===== src/jkse_pkg.sv =====
package jkse_pkg;

  // Sizes
  localparam int KEY_MAX_BYTES   = 32;
  localparam int VALUE_MAX_BYTES = 255;
  localparam int KEY_WORDS       = 4;
  localparam int KEY_IDX_W       = $clog2(KEY_MAX_BYTES);
  localparam int QDEPTH          = 4;
  localparam int QAW             = $clog2(QDEPTH);

  // Configuration register indexes
  localparam logic [2:0] REG_KEY_0_7     = 3'd0;
  localparam logic [2:0] REG_KEY_8_15    = 3'd1;
  localparam logic [2:0] REG_KEY_16_23   = 3'd2;
  localparam logic [2:0] REG_KEY_24_31   = 3'd3;
  localparam logic [2:0] REG_KEY_LENGTH  = 3'd4;
  localparam logic [2:0] REG_VALUE_LIMIT = 3'd5;

  localparam logic [5:0] KEY_LENGTH_RESET  = 6'd0;
  localparam logic [7:0] VALUE_LIMIT_RESET = 8'd63;

  // Characters
  localparam logic [7:0] CH_NUL   = 8'h00;
  localparam logic [7:0] CH_QUOTE = 8'h22;
  localparam logic [7:0] CH_COLON = 8'h3A;
  localparam logic [7:0] CH_BSL   = 8'h5C;
  localparam logic [7:0] CH_SPACE = 8'h20;
  localparam logic [7:0] CH_TAB   = 8'h09;
  localparam logic [7:0] CH_CR    = 8'h0D;
  localparam logic [7:0] CH_LF    = 8'h0A;
  localparam logic [7:0] CH_N     = 8'h6E;
  localparam logic [7:0] CH_R     = 8'h72;
  localparam logic [7:0] CH_T     = 8'h74;

  // Result item codes
  localparam logic KIND_VALUE  = 1'b0;
  localparam logic KIND_STATUS = 1'b1;

  localparam logic [1:0] ST_FOUND      = 2'd0;
  localparam logic [1:0] ST_NO_KEY     = 2'd1;
  localparam logic [1:0] ST_NOT_STRING = 2'd2;

  typedef struct packed {
    logic       kind;
    logic [7:0] vbyte;
    logic [1:0] status;
  } res_t;

  // One command per accepted byte that yields results: one or two of them
  typedef struct packed {
    logic [1:0]      cnt;
    res_t [1:0]      res;
  } cmd_t;

  // Handshake between the command queue and its neighbours
  typedef struct packed {
    logic full;
    logic empty;
  } q_stat_t;

endpackage


===== src/jkse_if.sv =====
interface jkse_in_if;
  logic       valid;
  logic       ready;
  logic [7:0] text_byte;
  logic       text_last;

  modport source (output valid, text_byte, text_last, input ready);
  modport sink   (input valid, text_byte, text_last, output ready);
endinterface

interface jkse_out_if;
  logic       valid;
  logic       ready;
  logic       item_kind;
  logic [7:0] value_byte;
  logic [1:0] result_status;
  logic       run_last;

  modport source (output valid, item_kind, value_byte, result_status, run_last, input ready);
  modport sink   (input valid, item_kind, value_byte, result_status, run_last, output ready);
endinterface

interface jkse_cfg_if;
  logic        valid;
  logic        ready;
  logic [2:0]  index;
  logic [63:0] data;

  modport source (output valid, index, data, input ready);
  modport sink   (input valid, index, data, output ready);
endinterface


===== src/json_key_string_extractor.sv =====
// JSON key/string extractor. Feed JSON text one byte per beat on in_ch; a zero byte or a beat
// with text_last ends a text. The block finds the quoted key that equals the programmed key
// bytes (raw comparison, escapes not decoded) followed by a colon, and streams the decoded
// string value on out_ch one byte per beat, then exactly one status beat per text (found, key
// missing, value not a string); run_last marks the final result beat of each input byte. One
// input beat is taken every cycle while the four-entry command queue has room; output runs at
// one result beat per cycle while out_ch is ready, so a byte with two results (value byte plus
// status) holds the output for both beats and the queue absorbs the difference. A result passes
// the queue and then the output register. Program cfg_ch only while idle; it is always ready.
module json_key_string_extractor (
  input  logic        clk,
  input  logic        rst_n,
  jkse_in_if.sink     in_ch,
  jkse_out_if.source  out_ch,
  jkse_cfg_if.sink    cfg_ch
);

  logic              push;
  logic              pop;
  jkse_pkg::cmd_t    push_cmd;
  jkse_pkg::cmd_t    head;
  jkse_pkg::q_stat_t q_stat;

  // Front: take beats, track the scan and build result commands
  jkse_front u_front (
    .clk      (clk),
    .rst_n    (rst_n),
    .in_ch    (in_ch),
    .cfg_ch   (cfg_ch),
    .q_stat   (q_stat),
    .push     (push),
    .push_cmd (push_cmd)
  );

  // Queue: decouple the scan from output back-pressure
  jkse_cmd_fifo u_fifo (
    .clk      (clk),
    .rst_n    (rst_n),
    .push     (push),
    .push_cmd (push_cmd),
    .pop      (pop),
    .head     (head),
    .q_stat   (q_stat)
  );

  // Back: drain each command one result beat at a time
  jkse_back u_back (
    .clk    (clk),
    .rst_n  (rst_n),
    .head   (head),
    .q_stat (q_stat),
    .pop    (pop),
    .out_ch (out_ch)
  );

endmodule


===== src/jkse_front.sv =====
module jkse_front (
  input  logic                clk,
  input  logic                rst_n,
  jkse_in_if.sink             in_ch,
  jkse_cfg_if.sink            cfg_ch,
  input  jkse_pkg::q_stat_t   q_stat,
  output logic                push,
  output jkse_pkg::cmd_t      push_cmd
);

  typedef enum logic [5:0] {
    PH_SEARCH    = 6'b000001,
    PH_IN_KEY    = 6'b000010,
    PH_AFTER_KEY = 6'b000100,
    PH_VALUE_WS  = 6'b001000,
    PH_IN_VALUE  = 6'b010000,
    PH_DONE      = 6'b100000
  } phase_t;

  logic [jkse_pkg::KEY_WORDS-1:0][63:0] key_r;
  logic [5:0]  key_len_r;
  logic [7:0]  limit_r;

  phase_t      phase_r, phase_nxt;
  logic        esc_r, esc_nxt;
  logic        match_r, match_nxt;
  logic [5:0]  kidx_r, kidx_nxt;
  logic [7:0]  vcount_r, vcount_nxt;

  logic        fire;
  logic [7:0]  b;
  logic [5:0]  klen;
  logic [7:0]  lim;
  logic [7:0]  key_byte;
  logic        key_hit;
  logic        is_ws;
  logic        at_limit;
  logic [7:0]  dec;
  logic [1:0]  n;
  jkse_pkg::cmd_t cmd;

  assign cfg_ch.ready = 1'b1;
  assign in_ch.ready  = !q_stat.full;
  assign fire         = in_ch.valid && in_ch.ready;
  assign b            = in_ch.text_byte;

  // Saturate oversized settings
  assign klen = (key_len_r > 6'(jkse_pkg::KEY_MAX_BYTES)) ?
                6'(jkse_pkg::KEY_MAX_BYTES) : key_len_r;
  assign lim  = (limit_r > 8'(jkse_pkg::VALUE_MAX_BYTES)) ?
                8'(jkse_pkg::VALUE_MAX_BYTES) : limit_r;

  assign key_byte = key_r[kidx_r[jkse_pkg::KEY_IDX_W-1:3]]
                         [{kidx_r[2:0], 3'b000} +: 8];
  assign key_hit  = (kidx_r < klen) && (b == key_byte);
  assign is_ws    = (b == jkse_pkg::CH_SPACE) || (b == jkse_pkg::CH_TAB) ||
                    (b == jkse_pkg::CH_CR) || (b == jkse_pkg::CH_LF);
  assign at_limit = ({1'b0, vcount_r} + 9'd1) >= {1'b0, lim};

  always_comb begin
    if (b == jkse_pkg::CH_N) begin
      dec = jkse_pkg::CH_LF;
    end else if (b == jkse_pkg::CH_R) begin
      dec = jkse_pkg::CH_CR;
    end else if (b == jkse_pkg::CH_T) begin
      dec = jkse_pkg::CH_TAB;
    end else begin
      dec = b;
    end
  end

  always_comb begin
    phase_nxt  = phase_r;
    esc_nxt    = esc_r;
    match_nxt  = match_r;
    kidx_nxt   = kidx_r;
    vcount_nxt = vcount_r;
    cmd        = '0;
    n          = 2'd0;

    if (fire) begin
      if (b != jkse_pkg::CH_NUL) begin
        unique case (phase_r)
          PH_IN_KEY: begin
            if (!esc_r && b == jkse_pkg::CH_QUOTE) begin
              if (kidx_r != klen) match_nxt = 1'b0;
              phase_nxt = PH_AFTER_KEY;
            end else begin
              esc_nxt = !esc_r && (b == jkse_pkg::CH_BSL);
              if (key_hit) begin
                kidx_nxt = kidx_r + 6'd1;
              end else begin
                match_nxt = 1'b0;
              end
            end
          end
          PH_AFTER_KEY: begin
            if (!is_ws) begin
              if (b == jkse_pkg::CH_COLON && match_r) begin
                phase_nxt = PH_VALUE_WS;
              end else if (b == jkse_pkg::CH_QUOTE) begin
                phase_nxt = PH_IN_KEY;
                esc_nxt   = 1'b0;
                match_nxt = 1'b1;
                kidx_nxt  = 6'd0;
              end else begin
                phase_nxt = PH_SEARCH;
              end
            end
          end
          PH_VALUE_WS: begin
            if (!is_ws) begin
              if (b == jkse_pkg::CH_QUOTE) begin
                phase_nxt  = PH_IN_VALUE;
                esc_nxt    = 1'b0;
                vcount_nxt = 8'd0;
                if (lim == 8'd0) begin
                  cmd.res[n[0]] = '{jkse_pkg::KIND_STATUS, 8'h00, jkse_pkg::ST_FOUND};
                  n = n + 2'd1;
                  phase_nxt = PH_DONE;
                end
              end else begin
                cmd.res[n[0]] = '{jkse_pkg::KIND_STATUS, 8'h00, jkse_pkg::ST_NOT_STRING};
                n = n + 2'd1;
                phase_nxt = PH_DONE;
              end
            end
          end
          PH_IN_VALUE: begin
            if (!esc_r && b == jkse_pkg::CH_BSL) begin
              esc_nxt = 1'b1;
            end else if (!esc_r && b == jkse_pkg::CH_QUOTE) begin
              cmd.res[n[0]] = '{jkse_pkg::KIND_STATUS, 8'h00, jkse_pkg::ST_FOUND};
              n = n + 2'd1;
              phase_nxt = PH_DONE;
            end else begin
              // emit one value byte, decoded if escaped
              esc_nxt = 1'b0;
              cmd.res[n[0]] = '{jkse_pkg::KIND_VALUE, (esc_r ? dec : b), jkse_pkg::ST_FOUND};
              n = n + 2'd1;
              vcount_nxt = vcount_r + 8'd1;
              if (at_limit) begin
                cmd.res[n[0]] = '{jkse_pkg::KIND_STATUS, 8'h00, jkse_pkg::ST_FOUND};
                n = n + 2'd1;
                phase_nxt = PH_DONE;
              end
            end
          end
          PH_DONE: begin
          end
          default: begin
            if (b == jkse_pkg::CH_QUOTE) begin
              phase_nxt = PH_IN_KEY;
              esc_nxt   = 1'b0;
              match_nxt = 1'b1;
              kidx_nxt  = 6'd0;
            end
          end
        endcase
      end

      // End of text: zero byte or last flag
      if (b == jkse_pkg::CH_NUL || in_ch.text_last) begin
        unique case (phase_nxt)
          PH_IN_VALUE: begin
            if (esc_nxt) begin
              cmd.res[n[0]] = '{jkse_pkg::KIND_VALUE, jkse_pkg::CH_BSL, jkse_pkg::ST_FOUND};
              n = n + 2'd1;
            end
            cmd.res[n[0]] = '{jkse_pkg::KIND_STATUS, 8'h00, jkse_pkg::ST_FOUND};
            n = n + 2'd1;
          end
          PH_VALUE_WS: begin
            cmd.res[n[0]] = '{jkse_pkg::KIND_STATUS, 8'h00, jkse_pkg::ST_NOT_STRING};
            n = n + 2'd1;
          end
          PH_DONE: begin
          end
          default: begin
            cmd.res[n[0]] = '{jkse_pkg::KIND_STATUS, 8'h00, jkse_pkg::ST_NO_KEY};
            n = n + 2'd1;
          end
        endcase
        phase_nxt  = PH_SEARCH;
        esc_nxt    = 1'b0;
        match_nxt  = 1'b1;
        kidx_nxt   = 6'd0;
        vcount_nxt = 8'd0;
      end
    end
    cmd.cnt = n;
  end

  assign push     = fire && (n != 2'd0);
  assign push_cmd = cmd;

  always_ff @(posedge clk) begin
    if (!rst_n) begin
      phase_r   <= PH_SEARCH;
      esc_r     <= 1'b0;
      match_r   <= 1'b1;
      kidx_r    <= 6'd0;
      vcount_r  <= 8'd0;
      key_r     <= '0;
      key_len_r <= jkse_pkg::KEY_LENGTH_RESET;
      limit_r   <= jkse_pkg::VALUE_LIMIT_RESET;
    end else begin
      phase_r  <= phase_nxt;
      esc_r    <= esc_nxt;
      match_r  <= match_nxt;
      kidx_r   <= kidx_nxt;
      vcount_r <= vcount_nxt;
      if (cfg_ch.valid && cfg_ch.ready) begin
        unique case (cfg_ch.index)
          jkse_pkg::REG_KEY_0_7,
          jkse_pkg::REG_KEY_8_15,
          jkse_pkg::REG_KEY_16_23,
          jkse_pkg::REG_KEY_24_31: key_r[cfg_ch.index[1:0]] <= cfg_ch.data;
          jkse_pkg::REG_KEY_LENGTH: key_len_r <= cfg_ch.data[5:0];
          jkse_pkg::REG_VALUE_LIMIT: limit_r <= cfg_ch.data[7:0];
          default: begin
          end
        endcase
      end
    end
  end

endmodule


===== src/jkse_cmd_fifo.sv =====
module jkse_cmd_fifo (
  input  logic               clk,
  input  logic               rst_n,
  input  logic               push,
  input  jkse_pkg::cmd_t     push_cmd,
  input  logic               pop,
  output jkse_pkg::cmd_t     head,
  output jkse_pkg::q_stat_t  q_stat
);

  jkse_pkg::cmd_t              mem_r [jkse_pkg::QDEPTH];
  logic [jkse_pkg::QAW-1:0]    wr_ptr_r, wr_ptr_nxt;
  logic [jkse_pkg::QAW-1:0]    rd_ptr_r, rd_ptr_nxt;
  logic [jkse_pkg::QAW:0]      count_r, count_nxt;

  assign q_stat.full  = (count_r == (jkse_pkg::QAW+1)'(jkse_pkg::QDEPTH));
  assign q_stat.empty = (count_r == '0);
  assign head         = mem_r[rd_ptr_r];

  always_comb begin
    wr_ptr_nxt = push ? wr_ptr_r + 1'b1 : wr_ptr_r;
    rd_ptr_nxt = pop  ? rd_ptr_r + 1'b1 : rd_ptr_r;
    count_nxt  = count_r + (jkse_pkg::QAW+1)'(push) - (jkse_pkg::QAW+1)'(pop);
  end

  always_ff @(posedge clk) begin
    if (push) mem_r[wr_ptr_r] <= push_cmd;
  end

  always_ff @(posedge clk) begin
    if (!rst_n) begin
      wr_ptr_r <= '0;
      rd_ptr_r <= '0;
      count_r  <= '0;
    end else begin
      wr_ptr_r <= wr_ptr_nxt;
      rd_ptr_r <= rd_ptr_nxt;
      count_r  <= count_nxt;
    end
  end

endmodule


===== src/jkse_back.sv =====
module jkse_back (
  input  logic               clk,
  input  logic               rst_n,
  input  jkse_pkg::cmd_t     head,
  input  jkse_pkg::q_stat_t  q_stat,
  output logic               pop,
  jkse_out_if.source         out_ch
);

  logic           sel_r, sel_nxt;
  logic           valid_r, valid_nxt;
  jkse_pkg::res_t res_r;
  logic           last_r;

  logic           load;
  logic           is_end;

  assign load   = !q_stat.empty && (!valid_r || out_ch.ready);
  assign is_end = sel_r || (head.cnt == 2'd1);
  assign pop    = load && is_end;

  always_comb begin
    sel_nxt   = sel_r;
    valid_nxt = valid_r;
    if (load) begin
      sel_nxt   = !is_end;
      valid_nxt = 1'b1;
    end else if (out_ch.ready) begin
      valid_nxt = 1'b0;
    end
  end

  always_ff @(posedge clk) begin
    if (load) begin
      res_r  <= head.res[sel_r];
      last_r <= is_end;
    end
  end

  always_ff @(posedge clk) begin
    if (!rst_n) begin
      sel_r   <= 1'b0;
      valid_r <= 1'b0;
    end else begin
      sel_r   <= sel_nxt;
      valid_r <= valid_nxt;
    end
  end

  assign out_ch.valid         = valid_r;
  assign out_ch.item_kind     = res_r.kind;
  assign out_ch.value_byte    = res_r.vbyte;
  assign out_ch.result_status = res_r.status;
  assign out_ch.run_last      = last_r;

endmodule

===== src/flat_wrapper.sv =====
// flat-port wrapper written by rule: the top's interface ports become plain ports
module json_key_string_extractor_flat 
  (clk, rst_n, in_ch_valid, in_ch_text_byte, in_ch_text_last, in_ch_ready, out_ch_valid, out_ch_item_kind, out_ch_value_byte, out_ch_result_status, out_ch_run_last, out_ch_ready, cfg_ch_valid, cfg_ch_index, cfg_ch_data, cfg_ch_ready);
  jkse_in_if in_ch_i ();
  jkse_out_if out_ch_i ();
  jkse_cfg_if cfg_ch_i ();
  input  logic clk;
  input  logic rst_n;
  input wire logic [$bits(in_ch_i.valid)-1:0] in_ch_valid;
  input wire logic [$bits(in_ch_i.text_byte)-1:0] in_ch_text_byte;
  input wire logic [$bits(in_ch_i.text_last)-1:0] in_ch_text_last;
  output wire logic [$bits(in_ch_i.ready)-1:0] in_ch_ready;
  output wire logic [$bits(out_ch_i.valid)-1:0] out_ch_valid;
  output wire logic [$bits(out_ch_i.item_kind)-1:0] out_ch_item_kind;
  output wire logic [$bits(out_ch_i.value_byte)-1:0] out_ch_value_byte;
  output wire logic [$bits(out_ch_i.result_status)-1:0] out_ch_result_status;
  output wire logic [$bits(out_ch_i.run_last)-1:0] out_ch_run_last;
  input wire logic [$bits(out_ch_i.ready)-1:0] out_ch_ready;
  input wire logic [$bits(cfg_ch_i.valid)-1:0] cfg_ch_valid;
  input wire logic [$bits(cfg_ch_i.index)-1:0] cfg_ch_index;
  input wire logic [$bits(cfg_ch_i.data)-1:0] cfg_ch_data;
  output wire logic [$bits(cfg_ch_i.ready)-1:0] cfg_ch_ready;
  assign in_ch_i.valid = in_ch_valid;
  assign in_ch_i.text_byte = in_ch_text_byte;
  assign in_ch_i.text_last = in_ch_text_last;
  assign in_ch_ready = in_ch_i.ready;
  assign out_ch_valid = out_ch_i.valid;
  assign out_ch_item_kind = out_ch_i.item_kind;
  assign out_ch_value_byte = out_ch_i.value_byte;
  assign out_ch_result_status = out_ch_i.result_status;
  assign out_ch_run_last = out_ch_i.run_last;
  assign out_ch_i.ready = out_ch_ready;
  assign cfg_ch_i.valid = cfg_ch_valid;
  assign cfg_ch_i.index = cfg_ch_index;
  assign cfg_ch_i.data = cfg_ch_data;
  assign cfg_ch_ready = cfg_ch_i.ready;
  json_key_string_extractor u_core (.clk(clk), .rst_n(rst_n), .in_ch(in_ch_i), .out_ch(out_ch_i), .cfg_ch(cfg_ch_i));
endmodule

===== config.mk =====
export PLATFORM = sky130hd
export DESIGN_NAME = json_key_string_extractor_flat
export DESIGN_NICKNAME = d
export VERILOG_FILES = /design/src/jkse_pkg.sv /design/src/jkse_if.sv /design/src/json_key_string_extractor.sv /design/src/jkse_front.sv /design/src/jkse_cmd_fifo.sv /design/src/jkse_back.sv /design/src/flat_wrapper.sv
export SDC_FILE = /design/constraint.sdc
export NUM_CORES = 1
export LEC_CHECK = 0
export ABC_AREA = 1
export BUFFER_PORTS_ARGS = -buffer_cell sky130_fd_sc_hd__buf_2
export CORE_MARGIN = 2
export CORE_UTILIZATION = 25
export DETAILED_ROUTE_END_ITERATION = 8
export PLACE_DENSITY_LB_ADDON = 0.25
export SETUP_SLACK_MARGIN = 0.02
export SLEW_MARGIN = 20
export SYNTH_ARGS = -nofsm -noshare
export SYNTH_HDL_FRONTEND = slang
export SYNTH_SLANG_ARGS = --single-unit

===== constraint.sdc =====
create_clock -name clk -period 3.9 [get_ports clk]
set_input_delay 0.78 -clock clk [delete_from_list [all_inputs] [get_ports clk]]
set_output_delay 0.78 -clock clk [all_outputs]
set_load 0.02 [all_outputs]

Word level (Yosys, flattened, before mapping)

Memories as Yosys holds them, arrays and structs flattened. A register that Yosys moved wholly into a read port is not among the register bits.
Cells that the tools add are included.
W data, S select, Z words.

Register bits after elaboration: 313
Input port bits: 81
Logic and storage cells: 239
Output and inout bits: 15
Memories kept: 1
RAM bits: 96

Shift-type cells: 1
Reduce and logical (&&, ||, !) cells: 39
Equal/unequal tests: 38
Multiplexer cells: 107
Add/subtract/negate cells: 9
Magnitude comparators: 12
Bitwise gates (word level): 12

Memories:

| name                | depth | bits a word | rd ports | clocked after memory_dff | wr ports | RTL line            | source |
|---|---|---|---|---|---|---|---|
| u_core.u_fifo.mem_r | 4     | 24          | 1        | 1                        | 1        | jkse_cmd_fifo.sv:11 | `jkse_pkg::cmd_t mem_r [jkse_pkg::QDEPTH];` |

Operator list:

| kind                 | count |
|---|---|
| $bwmux W256          | 1 |
| $mux W22             | 9 |
| $bmux W64 S2         | 1 |
| $demux W64 S2        | 1 |
| $mux W64             | 2 |
| $mux W11             | 11 |
| $mux W6              | 20 |
| $mux W8              | 11 |
| $pmux W22 S3         | 1 |
| $shiftx A64 B7 Y8    | 1 |
| $and A18 B18 Y18     | 2 |
| $not A18 Y18         | 2 |
| $eq A8 B7 Y1 const B | 4 |
| $mux W2              | 16 |
| $pmux W6 S5          | 1 |
| $eq A8 B4 Y1 const B | 3 |
| $eq A8 B6 Y1 const B | 3 |
| $ne A3 B3 Y1 const B | 8 |
| $mux W1              | 23 |
| $demux W11 S1        | 2 |
| $pmux W11 S2         | 1 |
| $reduce_and A7 Y1    | 3 |
| $and A20 B20 Y20     | 1 |
| $not A20 Y20         | 1 |
| other kinds (49)     | 90 |

Logic depth before layout (Yosys ltp)

Gate-level depths: netlist (run 1).

Depth after elaboration: 23
Depth in mapped cells: 29
Mapped depth without buffers: 29

By module

From an unflattened synthesis (run 1), not the netlist that was laid out.

Cells, all modules: 2651
Area total of the unflattened synthesis: 19732.7 um^2

Modules (own cells, without submodules):

| module        | cells each | sequential area each (um^2) | instances | area an instance (um^2) |
|---|---|---|---|---|
| jkse_front    | 2252       | 5845.6                      | 1         | 14824.2 |
| jkse_cmd_fifo | 336        | 3062.9                      | 1         | 4307.9 |
| jkse_back     | 63         | 400.4                       | 1         | 600.6 |

Least setup slack after synthesis (run 1)

No wires, ideal clock.

Path kind: input port to flip-flop
Start: input port in_ch_text_byte[7]
End: register u_core.u_fifo.count_r[2] in the netlist's numbering
Path buffers: 0
Path slack: 261 ps
Cell stages on the path: 19
Library setup time: 128 ps
Required time: 3772 ps
Arrival: 3512 ps
Cell sequence: nor2_1 nand2_1 nor3_4 o21bai_2 inv_2 nor2_2 inv_1 o21ai_1 ha_1 inv_1 nor2_4 o21ai_4 inv_2 nor2_8 inv_2 ha_1 fa_1 xnor2_1 nor2_1

RTL lines:

| what                   | RTL line            | source |
|---|---|---|
| start: declaration     | flat_wrapper.sv:10  | `input wire logic [$bits(in_ch_i.text_byte)-1:0] in_ch_text_byte;` |
| end signal: assignment | jkse_cmd_fifo.sv:38 | `count_r <= count_nxt;` |
| end: declaration       | jkse_cmd_fifo.sv:14 | `logic [jkse_pkg::QAW:0] count_r, count_nxt;` |

==> impl_metrics.csv, run 1 <==
group,metric,value,unit
sta,min_period,3.59,ns
logic_synthesis,synth_top_family_by_area,"simple AND/OR/NAND/NOR gates",
logic_synthesis,yosys_most_used_dff,"dfxtp_1",
finish,post-route-util,0.299,
sta,max_freq,0.279,GHz
clock_tree,cts_root_buffer,"clkbuf_16",
critical_path,r2r_start,"u_core.u_front.vcount_r[0]",
sta,hold_ws,0.443,ns
global_route,grt_pass1_vias,15800,
logic_synthesis,synth_cells,2454,
drt,vias,16700,
global_route,grtUsageMet3,0.0289,
logic_synthesis,synth.avg_cell_area,7.34,sq um
drt,routed_via_density,4.76,
global_route,antenna_found_initial,14,
critical_path,startpoint_type,"flip-flop",
logic_synthesis,synth_common_cells,"nor2_1 (707), o21ai_0 (428), dfxtp_1 (303)",
die,rows,98,
drt,postRouteWirelength,61800,um
power,power.density,476,nW/um^2
sta,slew_viol_final,0,
die,dieArea,74200,sq um
sta,post-route-period-util,0.920,
finish,layoutNonFillerInstCount,3502,
sta,slew_headroom,0.299,
logic_synthesis,synthTopCellsByArea,"dfxtp_1 (34%), nor2_1 (15%), edfxtp_1 (13%)",
min_path,hold_depth,2,
clock_tree,clock-sinks,383,
clock_tree,htreeDepth,2,
logic_synthesis,synth_seq_area_share,0.470,
sta,skew,0.0235,ns
sta,hold_viol,0,
clock_tree,cts_made_buffers,45,
critical_path,r2r-end,"u_core.u_fifo.count_r[1]",
finish,fillerInstances,7665,
critical_path,cp.required,4.41,ns
global_route,grt_pass1_wl,94900,um
run,cap_viol_max_count,0,
clock_tree,cts.path.max_buffers,3,
critical_path,critPathSlowestCell,"fa_2",
drt,drt_iter0_drc,1262,
clock_tree,clk_pin_slew,0.06,ns
finish,nets,2622,
sta,worst_pin_slew,1.05,ns
logic_synthesis,synth.mux.area_fraction,0,
place,dp_hpwl,39400,um
critical_path,cp_slowest_stage_delay,0.53,ns
logic_synthesis,yosysWarnings,0,
critical_path,path_common_cell,"nand2_1",
global_route,grt_use_total,0.164,
drt,drc,0,
min_path,hold_end,"u_core.u_front.key_r[187]",
place,dp_cells,3420,
drt,drtPass1Iterations,5,
logic_synthesis,synth-compound-area-share,0.187,
min_path,min_from,"u_core.u_front.key_r[187]",
global_route,grt_overflow,0,
sta,rsz0062_at_grt,"false",
finish,area_growth,18.5,%
sta,setup_violations,0,
clock_tree,post-cts-setup-buffers,0,
logic_synthesis,ys_seq_elements,383,
critical_path,critical_path.endpoint_type,"flip-flop",
logic_synthesis,synth_most_common_cell,"nor2_1",
logic_synthesis,synth.cell_area,18000,sq um
power,power_leakage,8.64,nW
logic_synthesis,async_reset_ff_frac,0,
die,start_util,0.252,
die,die_h,272,um
clock_tree,cts_tree,"done",
drt,wire_per_inst,17.6,um
clock_tree,clkLatencyLatePin,0.57,ns
critical_path,worstPathArrival,4.10,ns
place,io_buffer_count,94,
critical_path,cp_max_fo,5,
logic_synthesis,synth_xor_area_frac,0.00438,
die,io_pins,96,
global_route,top_usage_layer,"met2",
min_path,hp-class,"flip-flop to flip-flop",
logic_synthesis,yosys.area_share.simple,0.255,
power,ir_drop,277,uV
critical_path,rrSetupSlack,0.31,ns
logic_synthesis,synthAdderAreaFrac,0.0171,
place,place.gp.congestion,0.848,
critical_path,crit_type,"flip-flop to flip-flop",
die,die_w,272,um
logic_synthesis,synth_edf_count,80,
logic_synthesis,synth_cell_type_count,50,
global_route,met2_usage,0.265,
critical_path,r2r_cells,28,
place,dpl_cell_area,19800,sq um
logic_synthesis,yosysTopAreaCellShare,0.337,
status,run_status,"finished clean",
global_route,grt_max_degree,122,
finish,drive_gt1_frac,0.124,
die,core,71400,sq um
logic_synthesis,synth_area_leader_cell,"dfxtp_1",
drt,ant_nets,0,
finish,final_area,21300,sq um
global_route,grt_use_met1,0.226,
==> where the power goes <==
group	internal, mW	switching (mW)	total [mW]
clock	2.60	1.71	4.31
sequential	4.35	0.116	4.46
combinational	0.446	0.929	1.38
==> final cells by class <==
| type | count | area [sq um] | share of cell area |
|---|---|---|---|
| well taps | 950 | 1190 | 0.0557 |
| repair buffers | 160 | 1130 | 0.0532 |
| inverters | 148 | 562 | 0.0263 |
| diodes | 1 | 2.50 | 0.000117 |
| clock buffers | 73 | 1410 | 0.0661 |
| flip-flops and latches | 383 | 8480 | 0.397 |
| multi-input cells | 1779 | 8450 | 0.396 |
| clock inverters | 8 | 108 | 0.00504 |
==> worst max-delay path by stage <==
stage                               start                       end  slack [ns]
2_1_floorplan          in_ch_text_byte[7]  u_core.u_fifo.count_r[2]        0.26
3_3_place_gp   u_core.u_front.vcount_r[0]  u_core.u_fifo.count_r[2]        0.03
3_5_place_dp   u_core.u_front.vcount_r[0]  u_core.u_fifo.count_r[2]      -0.007
4_1_cts        u_core.u_front.vcount_r[0]  u_core.u_fifo.count_r[2]        0.04
5_1_grt        u_core.u_front.vcount_r[0]  u_core.u_fifo.count_r[2]       0.004
6_report       u_core.u_front.vcount_r[0]  u_core.u_fifo.count_r[1]        0.31
==> state kept, by name (all words and copies together) (netlist names), 2 cells and up, named ones only <==
| name | cells |
|---|---|
| u_core.u_front.key_r | 256 |
| u_core.u_front.key_len_r | 6 |
| u_core.u_front.vcount_r | 8 |
| u_core.u_fifo.mem_r | 68 |
| u_core.u_fifo.count_r | 3 |
| u_core.u_front.phase_r | 6 |
| u_core.u_fifo.rd_ptr_r | 2 |
| u_core.u_fifo.wr_ptr_r | 2 |
| u_core.u_back.out_ch.value_byte | 8 |
| u_core.u_back.out_ch.result_status | 2 |
| u_core.u_front.kidx_r | 6 |
| u_core.u_front.limit_r | 8 |
==> worst max-delay path, delay by kind of cell, from the launching register on <==
kind | cells | cell delay (ns)
flops | 1 | 0.36
compound gates | 1 | 0.15
xor+xnor | 1 | 0.14
simple gates | 16 | 1.15
buf+inv | 5 | 0.27
fa+ha+maj | 5 | 1.46
==> kinds of logic after synthesis <==
group	count (synthesis)
flip-flops	383
AND/OR/NAND/NOR	1111
XOR/XNOR	9
AO/OA/AOI/OAI	626
adder cells (fa/ha/maj)	24
other	2
buffers and inverters	299
==> metrics by stage <==
| step | TNS [ns] | power [mW] | setup WS, ns |
|---|---|---|---|
| final | 0 | 10.1 | 0.313 |
| after global routing | 0 | 10.6 | 0.00411 |
| after floorplan | 0 | 5.39 | 0.261 |
| after detailed placement | -0.00659 | 5.93 | -0.00659 |
| after global placement | 0 | 5.91 | 0.0297 |
| after CTS | 0 | 10.3 | 0.0398 |
==> placed cells by master (no fill, tap or decap), types with 5 or more instances in the layout <==
cell type	n
nor2_1	706
o21ai_0	428
dfxtp_1	298
nand2_1	247
inv_1	126
a21oi_1	95
buf_2	93
edfxtp_1	80
nand3_1	69
buf_4	53
clkbuf_16	46
o211ai_1	45
o22ai_1	22
ha_1	21
inv_2	17
nand4_1	17
nor3_1	15
clkbuf_8	15
nor2_2	13
o21ai_1	13
buf_12	13
nand2_2	12
clkbuf_1	10
conb_1	9
nand3_2	7
xor2_1	6
nand2_4	5
a31oi_1	5
==> timing repair <==
action                     in CTS  in global routing
setup endpoints to repair       1                 70
pin swaps                       0                  2
hold buffers                    0                  0
resized for setup               2                 13
==> metal layers <==
| metal | vias to the layer above | share of wire |
|---|---|---|
| met3 | 99 | 0.058 |
| met4 | 16 | 0.018 |
| met5 | - | 0.0017 |
| met1 | 7896 | 0.48 |
| met2 | 424 | 0.45 |
| li1 | 8240 | - |
(Power assumes the default switching activity.)
==> run 2, diff against run 1 <==
--- a/config.mk
+++ b/config.mk
@@ -15,4 +15,5 @@
 export SLEW_MARGIN = 20
 export SYNTH_ARGS = -nofsm -noshare
 export SYNTH_HDL_FRONTEND = slang
+export SYNTH_HIERARCHICAL = 1
 export SYNTH_SLANG_ARGS = --single-unit
==> run 2 against run 1 <==
Against the previous run: maximum frequency increased by 0.49%; utilization decreased by 0.76 points; highest routed layer unchanged; largest power group unchanged; worst hold slack got worse by 0.0075 ns; clock skew increased by 0.030 ns; clock power increased by 6.0%; critical path type unchanged; via count increased by 1.6%; wire length decreased by 3.9%.
==> impl_metrics.csv, run 2 <==
group,metric,value,unit
logic_synthesis,ys_seq_elements,411,
power,power_frac_seq,0.442,
die,die_h,285,um
sta,min_period,3.57,ns
sta,skew,0.0539,ns
die,start_util,0.251,
sta,hold_viol,0,
clock_tree,cts_made_buffers,49,
global_route,grt_pass1_vias,16300,
die,die_w,285,um
drt,drtPass1Iterations,5,
logic_synthesis,synth_edf_count,108,
sta,post-route-period-util,0.915,
power,power.density,481,nW/um^2
clock_tree,cts.path.max_buffers,3,
global_route,antenna_found_initial,20,
critical_path,cp.required,4.36,ns
logic_synthesis,yosys.area_share.simple,0.250,
die,io_pins,96,
power,switchingPower,3.14,mW
sta,fin_tns_setup,0,ns
drt,postRouteWirelength,59400,um
critical_path,startpoint_type,"flip-flop",
clock_tree,htreeDepth,2,
logic_synthesis,yosysWarnings,6,
die,dieArea,81200,sq um
min_path,min_from,"cfg_ch_data[23]",
power,p_comb_frac,0.143,
drt,wire_per_inst,15.7,um
finish,final_common_cell,"nor2_1",
finish,largest_register,"u_core/u_front/key_r",
sta,max_freq,0.280,GHz
critical_path,critical_path.endpoint_type,"flip-flop",
critical_path,critPathLaunch,"u_core/u_front/vcount_r[1]",
power,design_power_total,11.0,mW
logic_synthesis,synthTopCellsByArea,"dfxtp_1 (31%), edfxtp_1 (16%), nor2_1 (9.7%)",
sta,slew_viol_final,0,
finish,multi_input_area,8660,sq um
finish,area_growth,16.1,%
critical_path,crit_type,"flip-flop to flip-flop",
logic_synthesis,synth_cell_type_count,49,
die,core,78600,sq um
logic_synthesis,synth.cell_area,19700,sq um
die,rows,103,
clock_tree,cts_root_buffer,"clkbuf_16",
power,pwr-share-clk,0.415,
drt,drc,0,
global_route,grt_use_total,0.146,
global_route,grt_max_degree,125,
logic_synthesis,synth_area_leader_cell,"dfxtp_1",
global_route,grt_pass1_wl,94300,um
logic_synthesis,yosysTopAreaCellShare,0.307,
power,ir_drop,328,uV
critical_path,r2r_start,"u_core/u_front/vcount_r[1]",
power,switching_share,0.285,
sta,slew_headroom,0.410,
clock_tree,clock-sinks,411,
critical_path,cp_max_fo,3,
logic_synthesis,async_reset_ff_frac,0,
clock_tree,clkLatencyLatePin,0.62,ns
finish,drive_gt1_frac,0.113,
status,run_status,"finished clean",
logic_synthesis,synth_common_cells,"nor2_1 (512), nand2_1 (435), o21ai_0 (340)",
logic_synthesis,synth_top_family_by_area,"simple AND/OR/NAND/NOR gates",
clock_tree,cts_tree,"done",
clock_tree,holdBufCountCts,0,
sta,rsz0062_at_grt,"false",
finish,post-route-util,0.291,
place,place.gp.congestion,0.873,
drt,vias,16900,
logic_synthesis,synth_xor_area_frac,0.00355,
min_path,hp-class,"input port to flip-flop",
logic_synthesis,synth_most_common_cell,"nor2_1",
logic_synthesis,synth.avg_cell_area,7.44,sq um
place,dp_cells,3689,
clock_tree,clk_pin_slew,0.06,ns
drt,ant_nets,0,
logic_synthesis,synth_seq_area_share,0.472,
finish,layoutNonFillerInstCount,3785,
place,dp_hpwl,37300,um
logic_synthesis,synth-compound-area-share,0.164,
finish,mostFrequentLayoutCells,"nor2_1 (512), nand2_1 (432), o21ai_0 (340), dfxtp_1 (297), inv_1 (234)",
global_route,grt_overflow,0,
drt,routed_via_density,4.47,
place,io_buffer_count,94,
finish,nets,2799,
sta,setup_violations,0,
logic_synthesis,synth_cells,2651,
sta,worst_pin_slew,0.884,ns
logic_synthesis,synthAdderAreaFrac,0.0156,
logic_synthesis,yosys_most_used_dff,"dfxtp_1",
critical_path,worstPathArrival,4.03,ns
finish,largestRegisters,"u_core/u_front/key_r (256), u_core/u_fifo/mem_r (96)",
critical_path,rrSetupSlack,0.33,ns
power,power_leakage,9.09,nW
finish,fillerInstances,8702,
run,cap_viol_max_count,0,
drt,drt_iter0_drc,1069,
finish,largest_reg_flops,256,
logic_synthesis,synth.mux.area_fraction,0,
finish,seqCellArea,9320,sq um
power,internal_power,7.89,mW
[run 2: cell count changes after synthesis, sizes merged, moves of 43 or more]
cell,before,now
nand3,80,166
a21oi,98,190
o21ai,442,355
nor2,724,524
inv,146,250
buf,30,73
nand2,264,443
[run 2: path summary, 6_finish.rpt]
kind | to | cells after the start
max reg2reg | u_core/u_fifo/count_r[2] | 26
min | u_core/u_front/key_r[151] | 3
max | u_core/u_fifo/count_r[2] | 26
min reg2reg | u_core/u_front/key_r[189] | 2
[run 2: final cells by class]
cell class              instances  area share
flip-flops and latches        411       0.407
clock inverters                15     0.00999
clock buffers                  70      0.0600
inverters                     253      0.0415
multi-input cells            1824       0.378
diodes                          7    0.000765
repair buffers                155      0.0457
well taps                    1050      0.0573
[run 2: per-stage QoR]
| stage | setup slack [ns] | cell area, sq um | hold slack (ns) |
|---|---|---|---|
| floorplan | 0.404 | 19800 | 0.420 |
| global placement | 0.120 | 21200 | 0.435 |
| detailed placement | 0.0673 | 21200 | 0.435 |
| CTS | 0.221 | 22800 | 0.388 |
| global route | 0.0151 | 22900 | 0.419 |
| finish | 0.331 | 22900 | 0.435 |
[run 2: metal layers]
layer	share of wire	vias up	global-route usage	routed length, um
li1	-	8732	-	-
met1	0.47	7802	0.194	28100
met2	0.45	282	0.233	26700
met3	0.054	98	0.0346	3180
met4	0.022	22	0.0423	1320
met5	0.0022	-	0	133
[run 2: logic make-up (layout without fill, tap and decap cells)]
| logic type | after synthesis | count (layout) |
|---|---|---|
| and+or+nand+nor | 1184 | 1184 |
| xor gates and xnor gates | 8 | 8 |
| AOI/OAI and AO/OA | 601 | 601 |
| other | 2 | 14 |
| buffers and inverters | 421 | 493 |
| DFF | 411 | 411 |
| adders and majority gates | 24 | 24 |
[run 2: repair_timing]
action | 4_1_cts | 5_1_grt
resized for setup | 0 | 11
endpoints found under the setup margin | 0 | 34
setup buffers | 0 | 4
[run 2: worst max-delay path: stages (launching register included)]
cell      delay [ns]
dfxtp_4         0.36
ha_4            0.14
nand3_2         0.10
xnor2_2         0.16
ha_1            0.32
nand2_1         0.06
nor2_1          0.08
o21ai_0         0.08
nand3_1         0.09
nand2_1         0.05
nand2_1         0.06
a21boi_0        0.09
buf_4           0.16
nand2_1         0.05
nand2_1         0.08
ha_4            0.29
inv_1           0.05
nand3_1         0.07
nand2_1         0.07
o21ai_2         0.15
nand2_2         0.08
ha_1            0.21
fa_1            0.35
inv_1           0.08
nand3_1         0.08
nand2_1         0.06
nor2_1          0.04
[run 2: power by group through the flow]
stage / sequential [mW] / combinational, mW / clock [mW]
after floorplan: 4.98 / 1.10 / 0
after global placement: 4.97 / 1.61 / 0
after detailed placement: 4.97 / 1.60 / 0
after CTS: 4.88 / 1.61 / 4.74
final: 4.87 / 1.58 / 4.57
after global routing: 4.91 / 1.83 / 4.91
==> run 3, diff against run 2 <==
--- a/config.mk
+++ b/config.mk
@@ -10,7 +10,7 @@
 export CORE_MARGIN = 2
 export CORE_UTILIZATION = 25
 export DETAILED_ROUTE_END_ITERATION = 8
-export PLACE_DENSITY_LB_ADDON = 0.25
+export PLACE_DENSITY = 0.39
 export SETUP_SLACK_MARGIN = 0.02
 export SLEW_MARGIN = 20
 export SYNTH_ARGS = -nofsm -noshare
==> run 3 against run 2 <==
Against the previous run: wire length rose by 10%; sequential power about the same; clock-buffer cell count stayed put; maximum frequency is essentially flat; register-to-register slack about the same; highest routed layer unchanged.
==> impl_metrics.csv, run 3 (same netlist as run 2, synthesis figures left out) <==
group,metric,value,unit
global_route,grt_overflow,0,
power,power_frac_seq,0.439,
critical_path,r2r_start,"u_core/u_front/vcount_r[1]",
clock_tree,clock-sinks,411,
critical_path,worstPathArrival,4.04,ns
min_path,hp-class,"flip-flop to flip-flop",
power,p_comb_frac,0.149,
place,dpl_cell_area,21200,sq um
status,run_status,"finished clean",
power,power.density,483,nW/um^2
sta,setup_violations,0,
finish,post-route-util,0.291,
critical_path,path_common_cell,"nand2_1",
clock_tree,htreeDepth,2,
global_route,grt_pass1_vias,16900,
sta,post-route-period-util,0.915,
drt,drc,0,
power,switchingPower,3.16,mW
drt,vias,17200,
sta,min_period,3.57,ns
finish,drive_gt1_frac,0.114,
drt,drt_iter0_drc,973,
clock_tree,cts_root_buffer,"clkbuf_16",
critical_path,endpoint,"u_core/u_fifo/count_r[2]",
drt,routed_via_density,4.54,
critical_path,startpoint_type,"flip-flop",
power,switching_share,0.286,
finish,final_area,22900,sq um
critical_path,crit_type,"flip-flop to flip-flop",
finish,area_growth,16.0,%
critical_path,critPathSlowestCell,"dfxtp_4",
critical_path,cp.required,4.37,ns
finish,largest_reg_flops,256,
place,place.gp.congestion,0.836,
run,cap_viol_max_count,0,
critical_path,r2r_cells,28,
clock_tree,clk_pin_slew,0.06,ns
die,die_h,285,um
clock_tree,cts_tree,"done",
finish,final_common_cell,"nor2_1",
die,rows,103,
critical_path,rrSetupSlack,0.33,ns
drt,ant_nets,0,
finish,fillerInstances,8578,
global_route,grt_pass1_wl,101000,um
drt,wire_per_inst,17.3,um
clock_tree,clkLatencyLatePin,0.59,ns
global_route,grt_max_degree,278,
sta,worst_pin_slew,1.10,ns
drt,drtPass1Iterations,6,
critical_path,critical_path.endpoint_type,"flip-flop",
sta,fin_tns_setup,0,ns
die,core,78600,sq um
global_route,antenna_found_initial,11,
sta,hold_viol,0,
power,internal_power,7.90,mW
power,ir_drop,290,uV
finish,seqCellArea,9320,sq um
finish,nets,2796,
clock_tree,cts_made_buffers,50,
sta,slew_headroom,0.266,
die,dieArea,81200,sq um
die,die_w,285,um
place,dp_hpwl,41200,um
clock_tree,cts.path.max_buffers,3,
sta,skew,0.0161,ns
die,io_pins,96,
critical_path,cp_max_fo,4,
power,pwr-share-clk,0.412,
sta,max_freq,0.280,GHz
finish,mostFrequentLayoutCells,"nor2_1 (511), nand2_1 (432), o21ai_0 (339), dfxtp_1 (296), inv_1 (234)",
finish,multi_input_area,8650,sq um
critical_path,r2r-end,"u_core/u_fifo/count_r[2]",
critical_path,critPathLaunch,"u_core/u_front/vcount_r[1]",
die,start_util,0.251,
critical_path,cp_slowest_stage_delay,0.37,ns
finish,largest_register,"u_core/u_front/key_r",
power,power_leakage,9.10,nW
sta,slew_viol_final,0,
finish,largestRegisters,"u_core/u_front/key_r (256), u_core/u_fifo/mem_r (96)",
global_route,grt_use_total,0.160,
drt,postRouteWirelength,65300,um
place,io_buffer_count,94,
-- run 3: cell types whose count changed in the layout (fill, tap and decap cells not counted), sizes merged --
| cell | before | now |
|---|---|---|
| buf | 155 | 151 |
| clkinv | 11 | 18 |
| diode | 7 | 3 |
| inv | 252 | 251 |
-- run 3: cell type report --
| cell class | instances | share of cell area |
|---|---|---|
| sequential | 411 | 0.407 |
| inverter | 253 | 0.0415 |
| antenna | 3 | 0.000328 |
| clock buffer | 70 | 0.0610 |
| multi-input combinational | 1824 | 0.378 |
| timing repair buffer | 151 | 0.0459 |
| tap | 1050 | 0.0574 |
| clock inverter | 21 | 0.00858 |
-- run 3: routing by layer --
| layer | wire length, um | up-vias | track usage |
|---|---|---|---|
| met3 | 2620 | 107 | 0.0266 |
| li1 | - | 8730 | - |
| met2 | 29900 | 298 | 0.264 |
| met4 | 2610 | 8 | 0.0632 |
| met1 | 30100 | 8037 | 0.207 |
| met5 | 36 | - | 0 |
-- run 3: power groups by stage --
stage          registers (mW)  clock network (mW)  logic, mW
3_5_place_dp             4.95                   0       1.67
5_1_grt                  4.89                4.89       1.89
3_3_place_gp             4.95                   0       1.66
4_1_cts                  4.86                4.73       1.67
2_1_floorplan            4.98                   0       1.10
6_report                 4.85                4.56       1.64
-- run 3: worst max-delay path: cells and delay by family, from the launching register on --
kind	cells	cell delay [ns]
AND/OR/NAND/NOR	20	1.53
adder cells (fa/ha/maj)	4	1.05
flip-flops	1	0.37
AO/OA/AOI/OAI	2	0.26
XOR/XNOR	1	0.15
buffers and inverters	1	0.08
-- run 3: stage by stage --
| step | setup WS (ns) | std cells | total power [mW] | hold slack [ns] |
|---|---|---|---|---|
| finish | 0.330 | 3783 | 11.1 | 0.447 |
| detailed placement | 0.0649 | 3685 | 6.62 | 0.442 |
| CTS | 0.107 | 3776 | 11.3 | 0.409 |
| floorplan | 0.404 | 2656 | 6.08 | 0.420 |
| global placement | 0.0999 | 3685 | 6.61 | 0.430 |
| global route | -0.00725 | 3782 | 11.7 | 0.452 |
-- run 3: worst min path at each step --
stage                                    startpoint                        end  slack (ns)  cells past startpoint
after detailed placement   u_core/u_front/key_r[93]   u_core/u_front/key_r[93]        0.44                      2
after CTS                                     rst_n        u_core/u_back/sel_r        0.41                      3
after global routing                          rst_n        u_core/u_back/sel_r        0.45                      3
after global placement    u_core/u_front/key_r[189]  u_core/u_front/key_r[189]        0.43                      2
after floorplan           u_core/u_front/key_r[189]  u_core/u_front/key_r[189]        0.42                      2
final                      u_core/u_front/key_r[93]   u_core/u_front/key_r[93]        0.45                      2
-- run 3: what timing repair did --
| item | 4_1_cts | 5_1_grt |
|---|---|---|
| hold buffers | 0 | 0 |
| gates resized for setup | 0 | 15 |
| setup buffers | 0 | 3 |
| setup endpoints to repair | 0 | 98 |
